`src/sv/lfu_pkg.sv`:
```
// Shared types and constants for the LFU cache table.
`default_nettype none
package lfu_pkg;

   // Fixed field widths and upper bounds of the sized parameters
   localparam int KEY_W     = 32;
   localparam int VALUE_W   = 32;
   localparam int CSR_W     = 5;
   localparam int IDX_MAX_W = 8;
   localparam int CNT_MAX_W = 32;

   localparam logic MODE_GET = 1'b0;
   localparam logic MODE_PUT = 1'b1;

   typedef struct packed {
      logic                      mode;
      logic        [KEY_W-1:0]   key;
      logic signed [VALUE_W-1:0] value;
   } req_type;

   typedef struct packed {
      logic                      hit;
      logic signed [VALUE_W-1:0] read_value;
      logic                      evicted;
   } rsp_type;

   // Update broadcast to every cell
   typedef enum logic [1:0] {
      OP_NONE    = 2'd0,
      OP_TOUCH   = 2'd1,
      OP_INSERT  = 2'd2,
      OP_REPLACE = 2'd3
   } op_type;

   typedef struct packed {
      op_type                 op;
      logic                   put;
      logic [IDX_MAX_W-1:0]   idx;
      logic [IDX_MAX_W-1:0]   rank;
      logic [KEY_W-1:0]       key;
      logic [VALUE_W-1:0]     value;
   } cmd_type;

   // Search token handed from cell to cell
   typedef struct packed {
      logic                   found;
      logic [IDX_MAX_W-1:0]   found_idx;
      logic [IDX_MAX_W-1:0]   found_rank;
      logic [VALUE_W-1:0]     found_value;
      logic                   free_found;
      logic [IDX_MAX_W-1:0]   free_idx;
      logic                   best_valid;
      logic [CNT_MAX_W-1:0]   best_count;
      logic [IDX_MAX_W-1:0]   best_rank;
      logic [IDX_MAX_W-1:0]   best_idx;
   } token_type;

endpackage
`default_nettype wire

```
`src/sv/lfu_cell.sv`:
```
// One cache entry: holds key, value, use count and recency rank, and folds itself into the search token.
`default_nettype none
module lfu_cell #(
   parameter int ID         = 0,
   parameter int INDEX_W    = 4,
   parameter int COUNT_BITS = 16
) (
   input  wire logic               clock,
   input  wire logic               reset,
   input  wire logic [31:0]        key_in,
   input  wire lfu_pkg::token_type tok_in,
   output lfu_pkg::token_type      tok_out,
   input  wire lfu_pkg::cmd_type   cmd
);
   import lfu_pkg::*;

   localparam logic [INDEX_W-1:0] MY_ID = INDEX_W'(ID);

   logic                  valid_ff, valid_in;
   logic [KEY_W-1:0]      key_ff, key_in_nxt;
   logic [VALUE_W-1:0]    value_ff, value_in;
   logic [COUNT_BITS-1:0] count_ff, count_in;
   logic [INDEX_W-1:0]    rank_ff, rank_in;
   token_type             tok_ff, tok_in_nxt;

   logic match, better, is_me, newer;

   // Fold this entry into the passing search token
   always_comb begin
      match      = valid_ff && (key_ff == key_in);
      better     = valid_ff && (!tok_in.best_valid ||
                   (CNT_MAX_W'(count_ff) < tok_in.best_count) ||
                   ((CNT_MAX_W'(count_ff) == tok_in.best_count) &&
                    (IDX_MAX_W'(rank_ff) > tok_in.best_rank)));
      tok_in_nxt = tok_in;
      if (match && !tok_in.found) begin
         tok_in_nxt.found       = 1'b1;
         tok_in_nxt.found_idx   = IDX_MAX_W'(MY_ID);
         tok_in_nxt.found_rank  = IDX_MAX_W'(rank_ff);
         tok_in_nxt.found_value = value_ff;
      end
      if (!valid_ff && !tok_in.free_found) begin
         tok_in_nxt.free_found = 1'b1;
         tok_in_nxt.free_idx   = IDX_MAX_W'(MY_ID);
      end
      if (better) begin
         tok_in_nxt.best_valid = 1'b1;
         tok_in_nxt.best_count = CNT_MAX_W'(count_ff);
         tok_in_nxt.best_rank  = IDX_MAX_W'(rank_ff);
         tok_in_nxt.best_idx   = IDX_MAX_W'(MY_ID);
      end
   end

   // Apply the broadcast update
   always_comb begin
      is_me      = (cmd.idx[INDEX_W-1:0] == MY_ID);
      newer      = valid_ff && (rank_ff < cmd.rank[INDEX_W-1:0]);
      valid_in   = valid_ff;
      key_in_nxt = key_ff;
      value_in   = value_ff;
      count_in   = count_ff;
      rank_in    = rank_ff;
      unique case (cmd.op)
         OP_NONE: begin
         end
         OP_TOUCH: begin
            if (is_me) begin
               if (count_ff != {COUNT_BITS{1'b1}}) count_in = count_ff + 1'b1;
               rank_in = '0;
               if (cmd.put) value_in = cmd.value;
            end else if (newer) begin
               rank_in = rank_ff + 1'b1;
            end
         end
         OP_INSERT: begin
            if (is_me) begin
               valid_in   = 1'b1;
               key_in_nxt = cmd.key;
               value_in   = cmd.value;
               count_in   = COUNT_BITS'(1);
               rank_in    = '0;
            end else if (valid_ff) begin
               rank_in = rank_ff + 1'b1;
            end
         end
         OP_REPLACE: begin
            if (is_me) begin
               key_in_nxt = cmd.key;
               value_in   = cmd.value;
               count_in   = COUNT_BITS'(1);
               rank_in    = '0;
            end else if (newer) begin
               rank_in = rank_ff + 1'b1;
            end
         end
         default: begin
         end
      endcase
   end

   always_ff @(posedge clock) begin
      if (reset) valid_ff <= 1'b0;
      else       valid_ff <= valid_in;
      key_ff   <= key_in_nxt;
      value_ff <= value_in;
      count_ff <= count_in;
      rank_ff  <= rank_in;
      tok_ff   <= tok_in_nxt;
   end

   assign tok_out = tok_ff;

endmodule
`default_nettype wire

```
`src/sv/lfu_cache_table.sv`:
```
// LFU cache table top level: a chain of entry cells with a search token and an update sequencer.
// The response follows once the search token has walked the whole cell chain (token walks one cell per cycle).
// The next request is taken only after the token walk down the cell chain and the update have finished.
// A finished response waits in the output register while the next request is taken.
// Reset (synchronous): all entries invalid, occupancy zero, capacity 16.
`default_nettype none
module lfu_cache_table #(
   parameter int ENTRIES    = 16,
   parameter int COUNT_BITS = 16
) (
   input  wire logic                         clock,
   input  wire logic                         reset,
   input  wire logic                         req_valid,
   output logic                              req_ready,
   input  wire lfu_pkg::req_type             req_data,
   output logic                              rsp_valid,
   input  wire logic                         rsp_ready,
   output lfu_pkg::rsp_type                  rsp_data,
   input  wire logic                         csr_we,
   input  wire logic [lfu_pkg::CSR_W-1:0]    csr_wdata
);
   import lfu_pkg::*;

   localparam int INDEX_W = (ENTRIES > 1) ? $clog2(ENTRIES) : 1;
   localparam int OCC_W   = $clog2(ENTRIES + 1);
   localparam int CAP_W   = (OCC_W > CSR_W) ? OCC_W : CSR_W;

   typedef enum logic [2:0] {
      S_IDLE   = 3'b001,
      S_SCAN   = 3'b010,
      S_UPDATE = 3'b100
   } state_type;

   state_type          state_ff, state_in;
   logic [CSR_W-1:0]   cap_ff;
   logic [OCC_W-1:0]   occ_ff, occ_in;
   logic [OCC_W-1:0]   scan_ff, scan_in;
   req_type            req_ff;
   rsp_type            rsp_ff, rsp_in;
   logic               rsp_valid_ff, rsp_valid_in;
   cmd_type            cmd;
   token_type          tok_w [0:ENTRIES];
   token_type          tok_end;
   logic [CAP_W-1:0]   cap_eff;
   logic               out_free;

   // Empty token enters the head of the chain
   assign tok_w[0] = '0;
   assign tok_end  = tok_w[ENTRIES];

   for (genvar i = 0; i < ENTRIES; i++) begin : g_cell
      lfu_cell #(
         .ID        (i),
         .INDEX_W   (INDEX_W),
         .COUNT_BITS(COUNT_BITS)
      ) u_cell (
         .clock  (clock),
         .reset  (reset),
         .key_in (req_ff.key),
         .tok_in (tok_w[i]),
         .tok_out(tok_w[i+1]),
         .cmd    (cmd)
      );
   end

   assign cap_eff  = (CAP_W'(cap_ff) > CAP_W'(ENTRIES)) ? CAP_W'(ENTRIES) : CAP_W'(cap_ff);
   assign out_free = !rsp_valid_ff || rsp_ready;

   // Sequence: take request, walk token, decide and broadcast update
   always_comb begin
      state_in     = state_ff;
      scan_in      = scan_ff;
      occ_in       = occ_ff;
      rsp_in       = rsp_ff;
      rsp_valid_in = rsp_valid_ff && !rsp_ready;
      cmd          = '0;
      cmd.op       = OP_NONE;
      cmd.key      = req_ff.key;
      cmd.value    = req_ff.value;
      cmd.put      = (req_ff.mode == MODE_PUT);
      req_ready    = (state_ff == S_IDLE);
      unique case (state_ff)
         S_IDLE: begin
            if (req_valid) begin
               state_in = S_SCAN;
               scan_in  = '0;
            end
         end
         S_SCAN: begin
            scan_in = scan_ff + 1'b1;
            if (scan_ff == OCC_W'(ENTRIES - 1)) state_in = S_UPDATE;
         end
         S_UPDATE: begin
            if (out_free) begin
               state_in     = S_IDLE;
               rsp_valid_in = 1'b1;
               rsp_in       = '0;
               if (req_ff.mode == MODE_GET) begin
                  if (tok_end.found) begin
                     cmd.op            = OP_TOUCH;
                     cmd.idx           = tok_end.found_idx;
                     cmd.rank          = tok_end.found_rank;
                     rsp_in.hit        = 1'b1;
                     rsp_in.read_value = tok_end.found_value;
                  end
               end else if (cap_eff != '0) begin
                  if (tok_end.found) begin
                     cmd.op     = OP_TOUCH;
                     cmd.idx    = tok_end.found_idx;
                     cmd.rank   = tok_end.found_rank;
                     rsp_in.hit = 1'b1;
                  end else if (CAP_W'(occ_ff) < cap_eff) begin
                     cmd.op  = OP_INSERT;
                     cmd.idx = tok_end.free_idx;
                     occ_in  = occ_ff + 1'b1;
                  end else if (tok_end.best_valid) begin
                     cmd.op         = OP_REPLACE;
                     cmd.idx        = tok_end.best_idx;
                     cmd.rank       = tok_end.best_rank;
                     rsp_in.evicted = 1'b1;
                  end
               end
            end
         end
         default: state_in = S_IDLE;
      endcase
   end

   always_ff @(posedge clock) begin
      if (reset) begin
         state_ff     <= S_IDLE;
         cap_ff       <= CSR_W'(16);
         occ_ff       <= '0;
         scan_ff      <= '0;
         rsp_valid_ff <= 1'b0;
      end else begin
         state_ff     <= state_in;
         occ_ff       <= occ_in;
         scan_ff      <= scan_in;
         rsp_valid_ff <= rsp_valid_in;
         if (csr_we) cap_ff <= csr_wdata;
      end
      if (req_valid && req_ready) req_ff <= req_data;
      rsp_ff <= rsp_in;
   end

   assign rsp_valid = rsp_valid_ff;
   assign rsp_data  = rsp_ff;

endmodule
`default_nettype wire

```
`config.mk`:
```
export PLATFORM = sky130hd
export DESIGN_NAME = lfu_cache_table
export DESIGN_NICKNAME = d
export VERILOG_FILES = /design/src/sv/lfu_pkg.sv /design/src/sv/lfu_cell.sv /design/src/sv/lfu_cache_table.sv
export SDC_FILE = /design/constraint.sdc
export NUM_CORES = 2
export LEC_CHECK = 0
export ABC_CLOCK_PERIOD_IN_PS = 12500
export BUFFER_PORTS_ARGS = -buffer_cell sky130_fd_sc_hd__buf_2
export CORE_ASPECT_RATIO = 2
export CORE_MARGIN = 10
export CORE_UTILIZATION = 40
export DETAILED_ROUTE_END_ITERATION = 7
export PLACE_DENSITY_LB_ADDON = 0.25
export SLEW_MARGIN = 20
export SYNTH_ARGS = -nofsm -noshare
export SYNTH_HDL_FRONTEND = slang
export SYNTH_SLANG_ARGS = --single-unit
```
`constraint.sdc`:
```
create_clock -name clock -period 12.5 [get_ports clock]
set_input_delay 1.875 -clock clock [delete_from_list [all_inputs] [get_ports clock]]
set_output_delay 1.875 -clock clock [all_outputs]
set_load 0.03 [all_outputs]
```
==> results by group <==
Final layout
  • Synthesis-to-layout area growth: 12.6%
  • Final Core Density: 0.453
  • Fraction of layout cells with a size suffix above 1: 0.209
  • Layout net count: 7772
  • # fillers: 22103

Synthesis
  • Compound-Gate Fraction of Synth Area: 0.0288
  • Post-synthesis adder-cell area fraction: 0.0487
  • Synth area leader: edfxtp_1
  • Simple-gate portion of the synthesized area: 0.0815
  • Synth async-reset ratio: 0
  • Mean Syn Cell Area: 14.1 µm²
  • Top FF cell, synth: edfxtp_1
  • Post-synthesis sequential area ratio: 0.659
  • Main combinational cell family by area after synthesis: multiplexers
  • Mapped Area: 99400 µm²
  • Multiplexer area fraction after synthesis: 0.0938
  • Post-synthesis cell count: 7075
  • Synth warn: 0
  • Register bit total from synthesis: 2552
  • Synth cell types: 72
  • Post-synth net total: 7537
  • Synth Area in XOR/XNOR: 0.0662
  • Share of Yosys cell area claimed by the top area cell type: 0.436
  • Synth top area cells: edfxtp_1, dfxtp_1, mux2_2
  • Post-synth EDFFs: 1443

Run
  • Max Cap Viol: 0

Min path
  • Hold path depth: 1
  • Tightest Hold Check Type: reg2reg

CTS
  • CTS tree: yes
  • Clock transition at path regs: 0.07 ns
  • TritonCTS Buffers: 221
  • Clock Path Buffers: 4
  • Clock sinks: 2552
  • CTS resizes: 0
  • Skew-Pair Late Insertion Delay: 0.90 ns
  • Post-CTS Setup Inserts: 0
  • Cts hold-fix bufs: 0
  • CTS root buf: clkbuf_16
  • H-tree depth: 4

Floorplan
  • Initial core utilization: 0.402
  • FP Rows: 258
  • Chip width: 373 µm
  • Std-Cell Core Area: 247000 µm²
  • I/O pins: 111
  • Die Y: 725 µm
  • Die area: 270000 µm²

Drt
  • Post-DR wirelength/cell: 22.0 µm
  • Drt via density: 5.07
  • Drt drc: 0
  • Final wirelength: 237 mm
  • Via Count: 54434
  • DRT iter0 DRCs: 2724
  • Router iterations before antenna repair: 7
  • Final ANT Viol Nets: 0

GRT
  • GRT Overall Usage: 0.173
  • GRT overflow: 0
  • Largest net degree at the start of global routing: 147
  • Global-route wire length before repair: 360 mm
  • Vias in the first global route: 57979
  • Initial antenna violation count: 8

Worst setup path
  • Crit path required time: 12.99 ns
  • Setup crit start: rsp_ready
  • Worst R2R Start: cap_ff[4]$_SDFFE_PP1P_
  • CP peak stage delay: 0.82 ns
  • Critical path destination: g_cell[3].u_cell.rank_ff[3]$_SDFFCE_PN0P_
  • Setup crit start kind: input pin
  • Top Family by Delay on Critical Path: simple AND/OR/NAND/NOR gates
  • R2R setup slack: 7.35 ns
  • Critical path depth: 12
  • CP Class: in2reg
  • Worst r2r dst: g_cell[5].u_cell.key_ff[3]$_DFFE_PP_
  • Worst Path Arrival: 5.71 ns
  • Slowest-stage cell, CP: nand2_1
  • R2R cell count: 9
  • Crit. End Element: register
  • Crit-path max FO: 46
  • Cells along the critical path: buf_2 > nand2b_1 > nand2b_1 > inv_2 > buf_4 > nand2_1 > ha_1 > a21o_1 > a21o_1 > nor3_1 > o31ai_1 > a21oi_1
  • Worst path buffer plus inverter count: 3

Place
  • Port buffer count: 110
  • Routability cong.: 0.818
  • DP HPWL: 161 mm

Timing
  • Setup violators final: 0
  • Fin. Hold Viols: 0
  • Tmin final: 5.22 ns
  • FMAX: 0.191 GHz
  • Worst-Margin Slew: 1.09 ns
  • RSZ-0062 raised after global routing: false
  • Worst slew margin: 0.267
  • Clock Skew: 0.0727 ns
  • Max-slew violations: 0
  • Final worst-path cycle share: 0.418
  • Final TNS setup: 0 ns

Power and ir drop
  • Static leakage: 39.3 nW
  • Power Density: 145 nW/µm²
  • VDD IR-drop max: 123 µV

Outcome
  • Status: finished, final reports clean
[worst min-delay path by stage]
stage | from | endpoint | slack (ns)
after floorplan | g_cell[0].u_cell.valid_ff$_SDFFE_PP0P_ | g_cell[0].u_cell.tok_out[48]$_DFF_P_ | 0.37
after global placement | g_cell[0].u_cell.tok_out[57]$_DFF_P_ | g_cell[1].u_cell.tok_out[49]$_SDFF_PP1_ | 0.38
after detailed placement | g_cell[0].u_cell.tok_out[57]$_DFF_P_ | g_cell[1].u_cell.tok_out[49]$_SDFF_PP1_ | 0.39
after CTS | g_cell[5].u_cell.tok_out[99]$_SDFF_PP0_ | g_cell[6].u_cell.tok_out[99]$_SDFF_PP1_ | 0.36
after global routing | g_cell[5].u_cell.tok_out[99]$_SDFF_PP0_ | g_cell[6].u_cell.tok_out[99]$_SDFF_PP1_ | 0.38
final | g_cell[5].u_cell.tok_out[99]$_SDFF_PP0_ | g_cell[6].u_cell.tok_out[99]$_SDFF_PP1_ | 0.37
[worst reg2reg max path, cell delays in order (launching register included)]
cell	delay, ns
dfxtp_1	0.35
inv_1	0.10
ha_1	0.36
and2_1	0.20
a221o_1	0.36
nor2_2	0.37
a21oi_1	0.19
o21ai_1	0.82
nand4_2	0.97
nor2_4	1.03
[through the flow]
stage	cells	setup WS, ns	power, mW	cell area (µm²)	hold WS (ns)
CTS	10741	7.25	16.4	112000	0.359
finish	10747	7.28	16.2	112000	0.369
global route	10746	6.99	16.7	112000	0.379
global placement	10332	6.54	9.37	104000	0.382
detailed placement	10333	6.39	9.38	104000	0.391
floorplan	7075	6.70	9.22	99400	0.374
[state kept, by name (all words and copies together) (netlist names)]
| register | cells |
|---|---|
| cap_ff | 5 |
| cmd | 65 |
| g_cell.u_cell.count_ff | 256 |
| g_cell.u_cell.key_ff | 512 |
| g_cell.u_cell.rank_ff | 64 |
| g_cell.u_cell.tok_out | 1074 |
| g_cell.u_cell.valid_ff | 16 |
| g_cell.u_cell.value_ff | 512 |
| occ_ff | 5 |
| rsp_data | 34 |
| rsp_valid | 1 |
| scan_ff | 5 |
| state_ff | 3 |
[where the power goes]
| group | leakage [nW] | internal, mW | total [mW] | switching, mW |
|---|---|---|---|---|
| clock network | 3.59 | 3.92 | 7.01 | 3.10 |
| registers | 21.0 | 8.87 | 8.92 | 0.0597 |
| logic | 14.7 | 0.0759 | 0.257 | 0.181 |
[cell families (layout without fill, tap and decap cells)]
logic type | Yosys count | count (layout)
fa+ha+maj | 387 | 387
flops | 2552 | 2552
compound gates | 444 | 444
mux | 830 | 830
xor+xnor | 752 | 752
buf+inv | 551 | 971
simple gates | 1559 | 1559
other cells | 0 | 2
[cells in the final DEF (no fill, tap or decap), drive strengths merged, types with 99 or more instances in the layout]
master,count
ha,387
inv,344
nand4,123
o21ai,104
xnor2,227
nand3,169
nand2,171
nor4,109
buf,230
edfxtp,1443
mux2,815
and2,149
xor2,525
or2,99
dfxtp,1109
a21oi,123
nor2,415
clkbuf,309
[metal layers]
metal,global-route usage,vias to the layer above,routed length (µm)
met5,0,-,0
met4,0.0694,0,10100
met3,0.0177,447,6740
met2,0.337,946,132000
met1,0.186,27412,88000
li1,-,25629,-
[layout make-up]
type,count,area (µm²),area share
Antenna cell,2,5.00,0.0000447
Clock buffer,309,6350,0.0568
Clock inverter,99,1030,0.00917
Inverter,333,1250,0.0112
Multi-Input combinational cell,3972,32200,0.287
Sequential cell,2552,65500,0.585
Tap cell,3250,4070,0.0363
Timing Repair Buffer,230,1520,0.0136
[cell usage after synthesis, types with 4 or more instances]
cell	instances
and2_1	148
clkbuf_1	128
o21ai_1	10
and3_1	57
nand2b_1	51
o21ai_0	93
nor4_1	109
o21a_1	34
nand4_1	122
o2111ai_1	9
edfxtp_1	1443
a21o_1	63
dfxtp_1	1109
o31ai_1	12
inv_1	333
a21oi_1	123
a221o_1	5
nand3_1	169
a2111oi_0	4
or2_2	98
o2bb2ai_1	8
a211oi_1	10
nor4b_1	4
mux2i_1	15
xor2_1	525
and4_1	18
ha_1	387
nor2b_1	80
buf_2	74
a22o_1	9
nand4b_1	8
nand2_1	171
buf_1	15
o21bai_1	6
or3_1	29
nor3_1	64
o22ai_1	5
xnor2_1	227
o211ai_1	10
a31oi_1	18
mux2_2	815
nor2_1	414
or4_1	6
Note: power is estimated with default switching activity, not from simulation.
